===== config.mk =====
export PLATFORM = sky130hd
export DESIGN_NAME = http_request_head_parser
export DESIGN_NICKNAME = d
export VERILOG_FILES = /design/src/rtl/core/hrp_pkg.sv /design/src/rtl/core/http_request_head_parser.sv /design/src/rtl/core/hrp_front.sv /design/src/rtl/core/hrp_queue.sv /design/src/rtl/core/hrp_back.sv
export SDC_FILE = /design/constraint.sdc
export NUM_CORES = 1
export LEC_CHECK = 0
export BUFFER_PORTS_ARGS = -buffer_cell sky130_fd_sc_hd__buf_4
export CORE_MARGIN = 2
export CORE_UTILIZATION = 40
export CTS_CLUSTER_DIAMETER = 100
export CTS_CLUSTER_SIZE = 10
export DETAILED_ROUTE_END_ITERATION = 7
export PLACE_DENSITY_LB_ADDON = 0.08
export REMOVE_ABC_BUFFERS = 1
export SYNTH_ARGS = -nofsm -noshare
export SYNTH_HDL_FRONTEND = slang
export SYNTH_HIERARCHICAL = 1
export SYNTH_SLANG_ARGS = --single-unit
export TNS_END_PERCENT = 50

===== constraint.sdc =====
create_clock -name clk -period 2.8 [get_ports clk]
set_input_delay 0.14 -clock clk [delete_from_list [all_inputs] [get_ports clk]]
set_output_delay 0.14 -clock clk [all_outputs]
set_load 0.05 [all_outputs]

===== src/rtl/core/hrp_pkg.sv =====
// Shared types, codes and match tables for the HTTP request head parser.
// Used by every module in rtl/core; depends on nothing else.
`default_nettype none

package hrp_pkg;

    // Depth of the queue between the front and back halves
    localparam int QUEUE_DEPTH = 2;

    localparam int NUM_METHODS  = 4;
    localparam int NUM_VERSIONS = 3;

    // Field tags carried on each result
    localparam logic [2:0] TAG_METHOD  = 3'd0;
    localparam logic [2:0] TAG_URI     = 3'd1;
    localparam logic [2:0] TAG_VERSION = 3'd2;
    localparam logic [2:0] TAG_HEADER  = 3'd3;
    localparam logic [2:0] TAG_DELIM   = 3'd4;
    localparam logic [2:0] TAG_BODY    = 3'd5;
    localparam logic [2:0] TAG_DISCARD = 3'd6;

    // Error codes
    localparam logic [1:0] ERR_NONE      = 2'd0;
    localparam logic [1:0] ERR_METHOD    = 2'd1;
    localparam logic [1:0] ERR_VERSION   = 2'd2;
    localparam logic [1:0] ERR_TRUNCATED = 2'd3;

    // Line end tracker codes
    localparam logic [1:0] LE_IN_LINE  = 2'd0;
    localparam logic [1:0] LE_CR       = 2'd1;
    localparam logic [1:0] LE_START    = 2'd2;
    localparam logic [1:0] LE_START_CR = 2'd3;

    // Special characters
    localparam logic [7:0] CH_SP = 8'h20;
    localparam logic [7:0] CH_CR = 8'h0D;
    localparam logic [7:0] CH_LF = 8'h0A;

    localparam logic [3:0] POS_MAX = 4'd15;

    // Parser phases
    typedef enum logic [2:0] {
        PH_METHOD  = 3'd0,
        PH_URI     = 3'd1,
        PH_VERSION = 3'd2,
        PH_HEADER  = 3'd3,
        PH_BODY    = 3'd4,
        PH_DISCARD = 3'd5
    } phase_t;

    // Input transaction
    typedef struct packed {
        logic [7:0] data_byte;
        logic       end_of_buffer;
    } hrp_in_t;

    // Result transaction
    typedef struct packed {
        logic [2:0] field_tag;
        logic [1:0] error_code;
        logic [1:0] method_id;
        logic [1:0] version_id;
        logic       head_done;
        logic       last_out;
    } hrp_out_t;

    // Classified byte passed from front to back
    typedef struct packed {
        logic [7:0] data_byte;
        logic       end_of_buffer;
        logic       is_sp;
        logic       is_cr;
        logic       is_lf;
    } hrp_item_t;

    // Token text, zero padded to eight characters
    localparam logic [7:0] METHOD_TEXT [NUM_METHODS][8] = '{
        '{"G", "E", "T", 8'h00, 8'h00, 8'h00, 8'h00, 8'h00},
        '{"P", "O", "S", "T", 8'h00, 8'h00, 8'h00, 8'h00},
        '{"P", "U", "T", 8'h00, 8'h00, 8'h00, 8'h00, 8'h00},
        '{"D", "E", "L", "E", "T", "E", 8'h00, 8'h00}
    };
    localparam logic [3:0] METHOD_LEN [NUM_METHODS] = '{4'd3, 4'd4, 4'd3, 4'd6};

    localparam logic [7:0] VERSION_TEXT [NUM_VERSIONS][8] = '{
        '{"H", "T", "T", "P", "/", "1", ".", "0"},
        '{"H", "T", "T", "P", "/", "1", ".", "1"},
        '{"H", "T", "T", "P", "/", "2", 8'h00, 8'h00}
    };
    localparam logic [3:0] VERSION_LEN [NUM_VERSIONS] = '{4'd8, 4'd8, 4'd6};

    // Drop every method that the byte at this position rules out
    function automatic logic [NUM_METHODS-1:0] method_narrow(
        input logic [NUM_METHODS-1:0] mask,
        input logic [3:0]             pos,
        input logic [7:0]             ch
    );
        logic [NUM_METHODS-1:0] res;
        res = mask;
        for (int k = 0; k < NUM_METHODS; k++) begin
            if (pos >= METHOD_LEN[k] || METHOD_TEXT[k][pos[2:0]] != ch)
                res[k] = 1'b0;
        end
        return res;
    endfunction

    // Drop every version that the byte at this position rules out
    function automatic logic [NUM_VERSIONS-1:0] version_narrow(
        input logic [NUM_VERSIONS-1:0] mask,
        input logic [3:0]              pos,
        input logic [7:0]              ch
    );
        logic [NUM_VERSIONS-1:0] res;
        res = mask;
        for (int k = 0; k < NUM_VERSIONS; k++) begin
            if (pos >= VERSION_LEN[k] || VERSION_TEXT[k][pos[2:0]] != ch)
                res[k] = 1'b0;
        end
        return res;
    endfunction

    // {hit, index} of the lowest method matching the whole token
    function automatic logic [2:0] method_accept(
        input logic [NUM_METHODS-1:0] mask,
        input logic [3:0]             pos
    );
        logic [2:0] res;
        res = '0;
        for (int k = NUM_METHODS - 1; k >= 0; k--) begin
            if (mask[k] && pos == METHOD_LEN[k])
                res = {1'b1, 2'(k)};
        end
        return res;
    endfunction

    // {hit, index} of the lowest version matching the whole token
    function automatic logic [2:0] version_accept(
        input logic [NUM_VERSIONS-1:0] mask,
        input logic [3:0]              pos
    );
        logic [2:0] res;
        res = '0;
        for (int k = NUM_VERSIONS - 1; k >= 0; k--) begin
            if (mask[k] && pos == VERSION_LEN[k])
                res = {1'b1, 2'(k)};
        end
        return res;
    endfunction

endpackage

`default_nettype wire


===== src/rtl/core/http_request_head_parser.sv =====
// Top level of the HTTP request head parser: front, queue and back halves.
// Depends on hrp_pkg, hrp_front, hrp_queue and hrp_back.
//
// Usage:
//   Request bytes enter on the req channel (req_valid/req_ready/req_data),
//   one byte per transaction, with end_of_buffer set on the last byte of a
//   request buffer. Each byte yields exactly one result transaction on the
//   res channel (res_valid/res_ready/res_data): its field tag, the latched
//   error code, the matched method and version, head_done on the LF of the
//   blank line, and last_out echoing end_of_buffer.
//   An accepted byte passes through the front register, then the queue,
//   then the result register before its result appears on the res channel.
//   Throughput: one byte per cycle while res_ready stays high; the back half
//   computes its phase update and candidate-mask narrowing combinationally.
//   Reset (rst_n low) empties the front stage, queue and result register and
//   puts the parser in the method phase. After every final byte the parser
//   rearms to the same state on its own.
//   When the receiver stalls, the result register holds, the queue fills
//   (QUEUE_DEPTH entries) and then req_ready drops once the front stage is
//   also full; no transaction is lost.
`default_nettype none

module http_request_head_parser #(
    parameter int QUEUE_DEPTH = hrp_pkg::QUEUE_DEPTH
) (
    input  wire logic              clk,
    input  wire logic              rst_n,
    input  wire logic              req_valid,
    output logic                   req_ready,
    input  wire hrp_pkg::hrp_in_t  req_data,
    output logic                   res_valid,
    input  wire logic              res_ready,
    output hrp_pkg::hrp_out_t      res_data
);

    logic               f_valid;
    logic               f_ready;
    hrp_pkg::hrp_item_t f_item;
    logic               q_valid;
    logic               q_ready;
    hrp_pkg::hrp_item_t q_item;

    // Byte intake and classification
    hrp_front u_front (
        .clk        (clk),
        .rst_n      (rst_n),
        .req_valid  (req_valid),
        .req_ready  (req_ready),
        .req_data   (req_data),
        .item_valid (f_valid),
        .item_ready (f_ready),
        .item       (f_item)
    );

    // Decoupling queue
    hrp_queue #(
        .DEPTH (QUEUE_DEPTH)
    ) u_queue (
        .clk        (clk),
        .rst_n      (rst_n),
        .push_valid (f_valid),
        .push_ready (f_ready),
        .push_item  (f_item),
        .pop_valid  (q_valid),
        .pop_ready  (q_ready),
        .pop_item   (q_item)
    );

    // Parser state machine and result register
    hrp_back u_back (
        .clk        (clk),
        .rst_n      (rst_n),
        .item_valid (q_valid),
        .item_ready (q_ready),
        .item       (q_item),
        .res_valid  (res_valid),
        .res_ready  (res_ready),
        .res_data   (res_data)
    );

endmodule

`default_nettype wire


===== src/rtl/core/hrp_front.sv =====
// Front half of the parser: takes input transactions and classifies each byte.
// Depends on hrp_pkg.
`default_nettype none

module hrp_front (
    input  wire logic             clk,
    input  wire logic             rst_n,
    input  wire logic             req_valid,
    output logic                  req_ready,
    input  wire hrp_pkg::hrp_in_t req_data,
    output logic                  item_valid,
    input  wire logic             item_ready,
    output hrp_pkg::hrp_item_t    item
);

    logic               valid_reg;
    logic               valid_next;
    hrp_pkg::hrp_item_t item_reg;
    hrp_pkg::hrp_item_t item_next;
    logic               take;

    // Stage is free when empty or when its item moves on this cycle
    assign req_ready = !valid_reg || item_ready;
    assign take      = req_valid && req_ready;

    // Byte classification
    always_comb
    begin
        item_next.data_byte     = req_data.data_byte;
        item_next.end_of_buffer = req_data.end_of_buffer;
        item_next.is_sp         = (req_data.data_byte == hrp_pkg::CH_SP);
        item_next.is_cr         = (req_data.data_byte == hrp_pkg::CH_CR);
        item_next.is_lf         = (req_data.data_byte == hrp_pkg::CH_LF);
    end

    always_comb
    begin
        if (take)
            valid_next = 1'b1;
        else if (item_ready)
            valid_next = 1'b0;
        else
            valid_next = valid_reg;
    end

    always_ff @(posedge clk or negedge rst_n)
    begin
        if (!rst_n)
            valid_reg <= 1'b0;
        else
            valid_reg <= valid_next;
    end

    always_ff @(posedge clk)
    begin
        if (take)
            item_reg <= item_next;
    end

    assign item_valid = valid_reg;
    assign item       = item_reg;

endmodule

`default_nettype wire


===== src/rtl/core/hrp_queue.sv =====
// Short queue between the front and back halves of the parser.
// Depends on hrp_pkg for the item type.
`default_nettype none

module hrp_queue #(
    parameter int DEPTH = hrp_pkg::QUEUE_DEPTH
) (
    input  wire logic               clk,
    input  wire logic               rst_n,
    input  wire logic               push_valid,
    output logic                    push_ready,
    input  wire hrp_pkg::hrp_item_t push_item,
    output logic                    pop_valid,
    input  wire logic               pop_ready,
    output hrp_pkg::hrp_item_t      pop_item
);

    localparam int PTR_W = (DEPTH > 1) ? $clog2(DEPTH) : 1;
    localparam int CNT_W = $clog2(DEPTH + 1);

    hrp_pkg::hrp_item_t mem_reg [DEPTH];
    logic [PTR_W-1:0]   wr_ptr_reg;
    logic [PTR_W-1:0]   wr_ptr_next;
    logic [PTR_W-1:0]   rd_ptr_reg;
    logic [PTR_W-1:0]   rd_ptr_next;
    logic [CNT_W-1:0]   count_reg;
    logic [CNT_W-1:0]   count_next;
    logic               push;
    logic               pop;

    assign push_ready = (count_reg != CNT_W'(DEPTH));
    assign pop_valid  = (count_reg != '0);
    assign push       = push_valid && push_ready;
    assign pop        = pop_valid && pop_ready;
    assign pop_item   = mem_reg[rd_ptr_reg];

    // Pointer wrap and occupancy
    always_comb
    begin
        wr_ptr_next = wr_ptr_reg;
        rd_ptr_next = rd_ptr_reg;
        count_next  = count_reg;
        if (push)
            wr_ptr_next = (wr_ptr_reg == PTR_W'(DEPTH - 1)) ? '0 : wr_ptr_reg + 1'b1;
        if (pop)
            rd_ptr_next = (rd_ptr_reg == PTR_W'(DEPTH - 1)) ? '0 : rd_ptr_reg + 1'b1;
        if (push && !pop)
            count_next = count_reg + 1'b1;
        else if (pop && !push)
            count_next = count_reg - 1'b1;
    end

    always_ff @(posedge clk or negedge rst_n)
    begin
        if (!rst_n)
        begin
            wr_ptr_reg <= '0;
            rd_ptr_reg <= '0;
            count_reg  <= '0;
        end
        else
        begin
            wr_ptr_reg <= wr_ptr_next;
            rd_ptr_reg <= rd_ptr_next;
            count_reg  <= count_next;
        end
    end

    // Storage
    always_ff @(posedge clk)
    begin
        if (push)
            mem_reg[wr_ptr_reg] <= push_item;
    end

endmodule

`default_nettype wire


===== src/rtl/core/hrp_back.sv =====
// Back half of the parser: phase machine, token matching and result register.
// Depends on hrp_pkg for types, codes and match tables.
`default_nettype none

module hrp_back (
    input  wire logic               clk,
    input  wire logic               rst_n,
    input  wire logic               item_valid,
    output logic                    item_ready,
    input  wire hrp_pkg::hrp_item_t item,
    output logic                    res_valid,
    input  wire logic               res_ready,
    output hrp_pkg::hrp_out_t       res_data
);

    hrp_pkg::phase_t                    phase_reg;
    hrp_pkg::phase_t                    phase_next;
    logic [3:0]                         pos_reg;
    logic [3:0]                         pos_next;
    logic [hrp_pkg::NUM_METHODS-1:0]    mcand_reg;
    logic [hrp_pkg::NUM_METHODS-1:0]    mcand_next;
    logic [hrp_pkg::NUM_VERSIONS-1:0]   vcand_reg;
    logic [hrp_pkg::NUM_VERSIONS-1:0]   vcand_next;
    logic [1:0]                         line_end_reg;
    logic [1:0]                         line_end_next;
    logic [1:0]                         err_reg;
    logic [1:0]                         err_next;
    logic [1:0]                         method_reg;
    logic [1:0]                         method_next;
    logic [1:0]                         version_reg;
    logic [1:0]                         version_next;
    logic                               out_valid_reg;
    logic                               out_valid_next;
    hrp_pkg::hrp_out_t                  out_reg;
    hrp_pkg::hrp_out_t                  out_next;

    logic                               step;
    logic [2:0]                         m_hit;
    logic [2:0]                         v_hit;
    logic [3:0]                         pos_bump;
    logic                               lf_ends_version;
    logic [2:0]                         tag;
    logic                               done;
    logic [1:0]                         err_upd;

    // Result register frees up when empty or when taken this cycle
    assign item_ready = !out_valid_reg || res_ready;
    assign step       = item_valid && item_ready;

    assign m_hit           = hrp_pkg::method_accept(mcand_reg, pos_reg);
    assign v_hit           = hrp_pkg::version_accept(vcand_reg, pos_reg);
    assign pos_bump        = (pos_reg == hrp_pkg::POS_MAX) ? pos_reg : pos_reg + 4'd1;
    assign lf_ends_version = (line_end_reg == hrp_pkg::LE_CR) && item.is_lf;

    // Phase transitions
    always_comb
    begin
        phase_next = phase_reg;
        unique case (phase_reg)
            hrp_pkg::PH_METHOD:
            begin
                if (item.is_sp)
                    phase_next = m_hit[2] ? hrp_pkg::PH_URI : hrp_pkg::PH_DISCARD;
            end
            hrp_pkg::PH_URI:
            begin
                if (item.is_sp)
                    phase_next = hrp_pkg::PH_VERSION;
            end
            hrp_pkg::PH_VERSION:
            begin
                if (lf_ends_version)
                    phase_next = v_hit[2] ? hrp_pkg::PH_HEADER : hrp_pkg::PH_DISCARD;
            end
            hrp_pkg::PH_HEADER:
            begin
                if (item.is_lf && line_end_reg == hrp_pkg::LE_START_CR)
                    phase_next = hrp_pkg::PH_BODY;
            end
            hrp_pkg::PH_BODY:    phase_next = hrp_pkg::PH_BODY;
            hrp_pkg::PH_DISCARD: phase_next = hrp_pkg::PH_DISCARD;
            default:             phase_next = phase_reg;
        endcase
    end

    // Tagging, matching and token bookkeeping
    always_comb
    begin
        tag           = hrp_pkg::TAG_DISCARD;
        done          = 1'b0;
        pos_next      = pos_reg;
        mcand_next    = mcand_reg;
        vcand_next    = vcand_reg;
        line_end_next = line_end_reg;
        err_upd       = err_reg;
        method_next   = method_reg;
        version_next  = version_reg;
        unique case (phase_reg)
            hrp_pkg::PH_METHOD:
            begin
                if (item.is_sp)
                begin
                    if (m_hit[2])
                    begin
                        method_next = m_hit[1:0];
                        tag         = hrp_pkg::TAG_DELIM;
                    end
                    else
                    begin
                        err_upd = hrp_pkg::ERR_METHOD;
                    end
                    pos_next = '0;
                end
                else
                begin
                    mcand_next = hrp_pkg::method_narrow(mcand_reg, pos_reg, item.data_byte);
                    pos_next   = pos_bump;
                    tag        = hrp_pkg::TAG_METHOD;
                end
            end
            hrp_pkg::PH_URI:
            begin
                if (item.is_sp)
                begin
                    pos_next      = '0;
                    vcand_next    = '1;
                    line_end_next = hrp_pkg::LE_IN_LINE;
                    tag           = hrp_pkg::TAG_DELIM;
                end
                else
                begin
                    tag = hrp_pkg::TAG_URI;
                end
            end
            hrp_pkg::PH_VERSION:
            begin
                if (lf_ends_version)
                begin
                    if (v_hit[2])
                    begin
                        version_next  = v_hit[1:0];
                        line_end_next = hrp_pkg::LE_START;
                        tag           = hrp_pkg::TAG_DELIM;
                    end
                    else
                    begin
                        err_upd       = hrp_pkg::ERR_VERSION;
                        line_end_next = hrp_pkg::LE_IN_LINE;
                    end
                    pos_next = '0;
                end
                else if (item.is_cr)
                begin
                    // a CR not followed by LF poisons the token
                    if (line_end_reg == hrp_pkg::LE_CR)
                        vcand_next = '0;
                    line_end_next = hrp_pkg::LE_CR;
                    tag           = hrp_pkg::TAG_DELIM;
                end
                else
                begin
                    vcand_next = hrp_pkg::version_narrow(
                        (line_end_reg == hrp_pkg::LE_CR) ? '0 : vcand_reg,
                        pos_reg, item.data_byte);
                    pos_next      = pos_bump;
                    line_end_next = hrp_pkg::LE_IN_LINE;
                    tag           = hrp_pkg::TAG_VERSION;
                end
            end
            hrp_pkg::PH_HEADER:
            begin
                if (item.is_cr)
                begin
                    line_end_next = (line_end_reg == hrp_pkg::LE_START) ?
                                    hrp_pkg::LE_START_CR : hrp_pkg::LE_CR;
                    tag = hrp_pkg::TAG_DELIM;
                end
                else if (item.is_lf && line_end_reg == hrp_pkg::LE_START_CR)
                begin
                    line_end_next = hrp_pkg::LE_IN_LINE;
                    done          = 1'b1;
                    tag           = hrp_pkg::TAG_DELIM;
                end
                else if (item.is_lf && line_end_reg == hrp_pkg::LE_CR)
                begin
                    line_end_next = hrp_pkg::LE_START;
                    tag           = hrp_pkg::TAG_DELIM;
                end
                else
                begin
                    line_end_next = hrp_pkg::LE_IN_LINE;
                    tag           = hrp_pkg::TAG_HEADER;
                end
            end
            hrp_pkg::PH_BODY:    tag = hrp_pkg::TAG_BODY;
            hrp_pkg::PH_DISCARD: tag = hrp_pkg::TAG_DISCARD;
            default:             tag = hrp_pkg::TAG_DISCARD;
        endcase
    end

    // Truncation check on the final byte
    always_comb
    begin
        err_next = err_upd;
        if (item.end_of_buffer && err_upd == hrp_pkg::ERR_NONE &&
            phase_next != hrp_pkg::PH_BODY)
            err_next = hrp_pkg::ERR_TRUNCATED;
    end

    // Result fields
    always_comb
    begin
        out_next.field_tag  = tag;
        out_next.error_code = err_next;
        out_next.method_id  = method_next;
        out_next.version_id = version_next;
        out_next.head_done  = done;
        out_next.last_out   = item.end_of_buffer;
    end

    always_comb
    begin
        if (step)
            out_valid_next = 1'b1;
        else if (res_ready)
            out_valid_next = 1'b0;
        else
            out_valid_next = out_valid_reg;
    end

    // Parser state; the final byte rearms everything
    always_ff @(posedge clk or negedge rst_n)
    begin
        if (!rst_n)
        begin
            phase_reg     <= hrp_pkg::PH_METHOD;
            pos_reg       <= '0;
            mcand_reg     <= '1;
            vcand_reg     <= '1;
            line_end_reg  <= hrp_pkg::LE_IN_LINE;
            err_reg       <= hrp_pkg::ERR_NONE;
            method_reg    <= '0;
            version_reg   <= '0;
            out_valid_reg <= 1'b0;
        end
        else
        begin
            out_valid_reg <= out_valid_next;
            if (step)
            begin
                if (item.end_of_buffer)
                begin
                    phase_reg    <= hrp_pkg::PH_METHOD;
                    pos_reg      <= '0;
                    mcand_reg    <= '1;
                    vcand_reg    <= '1;
                    line_end_reg <= hrp_pkg::LE_IN_LINE;
                    err_reg      <= hrp_pkg::ERR_NONE;
                    method_reg   <= '0;
                    version_reg  <= '0;
                end
                else
                begin
                    phase_reg    <= phase_next;
                    pos_reg      <= pos_next;
                    mcand_reg    <= mcand_next;
                    vcand_reg    <= vcand_next;
                    line_end_reg <= line_end_next;
                    err_reg      <= err_next;
                    method_reg   <= method_next;
                    version_reg  <= version_next;
                end
            end
        end
    end

    // Result register
    always_ff @(posedge clk)
    begin
        if (step)
            out_reg <= out_next;
    end

    assign res_valid = out_valid_reg;
    assign res_data  = out_reg;

endmodule

`default_nettype wire


### Word level (Yosys, flattened, before mapping)

Memory sizes are Yosys's and may differ from the RTL's.
Index checks and enable logic that the tools add are counted.

* register bits after elaboration: 51
* bits in writable memories: 24
* bits in read-only memories: 448
* bits of input ports: 13
* output and inout bits: 13
* logic and storage cells: 225
* memories kept: 8

* add/sub/neg operators: 5
* $lt $le $gt $ge: 5
* equal/unequal tests: 29
* mux-type cells: 98
* bitwise gates (word level): 2
* reduce and logical (&&, ||, !) cells: 51

Memories
* (no name shown): words 8, width 8, read ports 1, clocked after memory_dff 0, write ports 0, line hrp_pkg.sv:101 `if (pos >= METHOD_LEN[k] || METHOD_TEXT[k][pos[2:0]] != ch)`
* (no name shown): words 8, width 8, read ports 1, clocked after memory_dff 0, write ports 0, line hrp_pkg.sv:101
* (no name shown): words 8, width 8, read ports 1, clocked after memory_dff 0, write ports 0, line hrp_pkg.sv:101
* (no name shown): words 8, width 8, read ports 1, clocked after memory_dff 0, write ports 0, line hrp_pkg.sv:101
* (no name shown): words 8, width 8, read ports 1, clocked after memory_dff 0, write ports 0, line hrp_pkg.sv:116 `if (pos >= VERSION_LEN[k] || VERSION_TEXT[k][pos[2:0]] != ch)`
* (no name shown): words 8, width 8, read ports 1, clocked after memory_dff 0, write ports 0, line hrp_pkg.sv:116
* 2 more memories

Operators with widths (count)
* $mux W8: 14
* $mux W3: 26
* $ne A8 B8 Y1: 7
* $mux W2: 26
* $mux W4: 9
* $reduce_and A4 Y1: 6
* $pmux W3 S6: 1
* $reduce_bool A2 Y1: 9
* $mux W1: 17
* $eq A8 B4 Y1 const B: 2
* $logic_and A1 B1 Y1: 16
* $pmux W3 S5: 1
* $pmux W4 S3: 1
* $logic_or A1 B1 Y1: 9
* $eq A4 B3 Y1 const B: 2
* $eq A4 B4 Y1 const B: 2
* $eq A8 B6 Y1 const B: 1
* $ge A4 B3 Y1 const B: 2
* $ge A4 B4 Y1 const B: 2
* $reduce_bool A4 Y1: 2
* $eq A3 B2 Y1 const B: 2
* $eq A3 B3 Y1 const B: 2
* $ne A3 B2 Y1 const B: 2
* $pmux W2 S3: 1
* other kinds (23): 28

### Depth between registers and ports, before layout

* word-level depth: 14
* depth in mapped cells: 9
* gate-level depth less buffers: 8

### Hierarchy

The synthesis kept the hierarchy.

Modules (own cells, without submodules)
* hrp_back: instances 1, cells each 307, area an instance 2712.6 um^2, seq. area each 914.6 um^2
* hrp_queue: instances 1, cells each 55, area an instance 1078.5 um^2, seq. area each 820.8 um^2
* hrp_front: instances 1, cells each 24, area an instance 470.5 um^2, seq. area each 385.4 um^2

### Worst setup path before layout

Ideal clock, no wire load.

* path kind: register -> register
* start point: register u_back.pos_reg[1]
* end point: register u_back.out_reg (netlist bit u_back/res_data[7]), data pin
* setup time: 0.264 ns
* data arrival time: 2.169 ns
* data required time: 2.536 ns
* setup slack: 0.367 ns
* cell stages (with the launch flop): 10
* buffers on the path: 2
* clock period less this slack: 2.433 ns
* cell sequence: dfrtp_1 -> clkbuf_1 -> inv_1 -> ha_1 -> clkbuf_1 -> and4b_1 -> a21oi_2 -> nand4_2 -> a311oi_2 -> o21ai_1

* cells in the longest elaborated chain, start to end: 13
* elaborated cells between the ends (all ways): 33
* classes of those cells: eq/ne (5); mux (18); reduce/logical (10)

RTL lines
* from (decl): line hrp_back.sv:18 `logic [3:0] pos_reg;`
* from (signal assigned): line hrp_back.sv:265 `pos_reg <= pos_next;`
* parallel branches: the longest is 12 deep, another holds $pmux W3 S6
* $mux W2 (*): line hrp_back.sv:205 `if (item.end_of_buffer && err_upd == hrp_pkg::ERR_NONE &&`
* via u_back.err_next[1]: line hrp_back.sv:27 `logic [1:0] err_next;`
* to (signal assigned): line hrp_back.sv:281 `out_reg <= out_next;`
* to (decl): line hrp_back.sv:34 `hrp_pkg::hrp_out_t out_reg;`

Mark *: on every way through the listed nets, which the timed path passes.
A chain may end at the register's enable or synchronous reset.

### Final worst setup path

Ends and elaborated chain as after synthesis.

==> out/metrics.yaml <==
outcome:
  status: "completed"
sta:
  finalSetupTns_ps: 0
  fin_crit_ps: 2460
  hold_slack_ps: 150
  fin_skew_ps: 11.6
  worst_pin_slew_ps: 648
  rsz0062_at_grt: "no"
  finalSetupViolations: 0
  finalMaxSlewViolations: 0
  post-route-period-util: 0.878
  timing.final.ws_setup_ps: 342
  hold_violations: 0
  slew-limit-headroom: 0.567
  timing.fmax_ghz: 0.407
logic_synthesis:
  synth_common_cells: "47 x edfxtp_1, 26 x nor2_1, 21 x dfrtp_1, 21 x o21ai_0, 20 x a21oi_1"
  ys_top_cells_by_area: "edfxtp_1 33%, dfrtp_1 12%, dfstp_2 4.3%, mux2_2 3.4%, o21ai_0 2.5%"
  synthMuxAreaShare: 0.0367
  synth.most_common_cell: "edfxtp_1"
  synthAdderAreaFrac: 0.0235
  synth_edf_count: 47
  syn_area_um2: 4260
  ys_seq_elements: 75
  async_reset_ff_frac: 0.373
  ys.flop_type: "edfxtp_1"
  synth-simple-area-share: 0.184
  synth_area_leader_cell: "edfxtp_1"
  synth.distinct_cells: 80
  synth_cells: 386
  yosysWarnings: 6
  yosys.area.top_type_share: 0.331
  synth_xor_area_frac: 0.0349
  synth_top_family_by_area: "simple AND/OR/NAND/NOR gates"
  synth-seq-area-share: 0.498
  synth-compound-area-share: 0.170
  syn_area_per_cell_um2: 11.0
power:
  netSwitchingFraction: 0.436
  peakVddDrop_mv: 0.480
  p_total_mw: 5.35
  pwr-share-comb: 0.499
  pwr-share-seq: 0.341
  p_leak_nw: 1.80
  power_frac_clock: 0.160
  p_per_area_nw_per_um2: 1110
  power.internal_mw: 3.02
  netSwitchingPower_mw: 2.33
routing:
  wl_mm: 9.72
  vias_per_cell: 5.66
  drtPass1Iterations: 5
  drc: 0
  wl_per_cell_um: 17.4
  route.vias.total: 3165
  ant_nets: 0
  first_iter_violations: 148
final_layout:
  fin_nets: 439
  largest_reg_flops: 24
  nFillCells: 968
  syn_to_final_growth_pct: 13.4
  drive_above_1_share: 0.215
  fin_util: 0.468
  fin_area_um2: 4830
  antennaDiodeCount: 0
  instances_no_fill: 559
floorplanning:
  pin_count: 26
  die_w_um: 107
  die_h_um: 107
  rows: 37
  start_util: 0.413
  core_area_um2: 10300
  die-area_um2: 11500
clocking:
  cts_tree: "done"
  cts_buffer_depth: 2
  cts.sinks: 75
  insertion_delay_ps: 350
  cts_buffers: 9
  htreeDepth: 3
  ctsResizeCount: 0
  clk_pin_slew_ps: 90
  cts_root_buf: "clkbuf_8"
worst_hold_path:
  hold_path.class: "input port to flip-flop"
place:
  gp_congestion: 0.905
  dp_cells: 532
  post-place-ws_ps: 388
  port_buffers: 25
  post-dp-hpwl_mm: 6.70
  place_area_um2: 4520
setup_path:
  critPathKind: "flip-flop to flip-flop"
  required_ps: 2890
  crit_chain: "inv_1 > ha_1 > and3b_1 > a22oi_1 > nand2_1 > a311oi_2 > o21ai_1"
  cp.arrival_ps: 2550
  path_max_fanout: 11
  end_kind: "flip-flop"
  crit_family: "compound AO/OA/AOI/OAI gates"
  crit_path_top_delay_cell: "ha_1"
  worst_setup_path_start_kind: "flip-flop"
  max_stage_delay_ps: 390
  cp.buffers_inverters: 1
job:
  drv_cap: 0
global_routing:
  grt_pass1_wl_mm: 16.0
  antenna_found_initial: 0
  grt_max_degree: 29
  track_usage: 0.181
  grt_pass1_vias: 3025
  grt-ovfl-total: 0
power groups by stage:
stage / sequential [mW] / combinational [mW] / clock (mW)
CTS: 1.83 / 2.67 / 0.891
detailed placement: 1.85 / 2.64 / 0
floorplan: 2.10 / 1.63 / 0
global route: 1.88 / 2.92 / 0.941
global placement: 1.85 / 2.62 / 0
finish: 1.83 / 2.67 / 0.857
cell families (layout without fill, tap and decap cells):
| family | Yosys count | after routing |
|---|---|---|
| buffers and inverters | 40 | 77 |
| AND/OR/NAND/NOR | 131 | 131 |
| flip-flops | 75 | 75 |
| multiplexers | 14 | 14 |
| XOR/XNOR | 17 | 17 |
| adder cells (fa/ha/maj) | 8 | 8 |
| AO/OA/AOI/OAI | 101 | 101 |
final cells by class:
class,count,area [µm²],area share
Timing Repair Buffer,45,365,0.0756
Sequential cell,75,2120,0.439
Multi-Input combinational cell,271,1920,0.396
Clock buffer,10,128,0.0264
Clock inverter,6,73.8,0.0153
Inverter,16,60.1,0.0124
Tap cell,136,170,0.0352
routing by layer:
| metal | up-vias | global-route usage | part of all wire |
|---|---|---|---|
| li1 | 1521 | - | - |
| met1 | 1527 | 0.250 | 0.47 |
| met2 | 101 | 0.282 | 0.47 |
| met3 | 16 | 0.0359 | 0.049 |
| met4 | 0 | 0.0677 | 0.017 |
| met5 | - | 0 | 0 |
timing repair:
action | CTS | global route
hold endpoints to repair | 31 | 0
hold buffers | 11 | 0
setup buffers | 0 | 0
worst register-to-register path, stage by stage (launching register included):
cell and delay [ps]:
dfrtp_1 350, inv_1 120, ha_1 390, and3b_1 320, a22oi_1 350, nand2_1 210
a311oi_2 330, o21ai_1 120
cell usage in the layout (no fill, tap or decap), types with 3 or more instances in the layout:
cell           count
a22o_1             7
clkbuf_8           9
nor2_1            26
inv_1             15
o21ai_0           21
o22ai_1            4
dfstp_2            7
o21ai_1            3
or3_1              3
a211oi_1           3
edfxtp_1          47
nand2b_1          15
nor4b_1            3
xnor2_1           12
nand3_1           11
o32ai_1            3
nand4_1            5
nor2b_1            5
a2111oi_0          3
a21oi_1           20
a31oi_1            4
dlygate4sd3_1     11
buf_4             34
ha_1               8
nor4_1             3
nor3_1             9
dfrtp_1           21
nand2_1           18
o31ai_1            4
xor2_1             5
nand3b_1           5
and2_1             4
a22oi_1            4
mux2_2            13
path summary, 6_finish.rpt:
path                                                    to  slack [ps]                          start  cells past startpoint
max in group asynchronous  u_back/vcand_reg[0]$_DFFE_PN1P_        2230                          rst_n                      2
min in group asynchronous  u_back/phase_reg[0]$_DFFE_PN0P_         250                          rst_n                      2
hold / removal                u_back/res_valid$_DFFE_PN0P_         150                      res_ready                      3
setup / recovery              u_back/res_data[7]$_DFFE_PP_         340  u_back/pos_reg[1]$_DFFE_PN0P_                      7
setup reg to reg              u_back/res_data[7]$_DFFE_PP_         340  u_back/pos_reg[1]$_DFFE_PN0P_                      7
hold reg to reg            u_queue/mem_reg[1][2]$_DFFE_PP_         450      u_front/item[2]$_DFFE_PP_                      0
(Power assumes the default switching activity.)
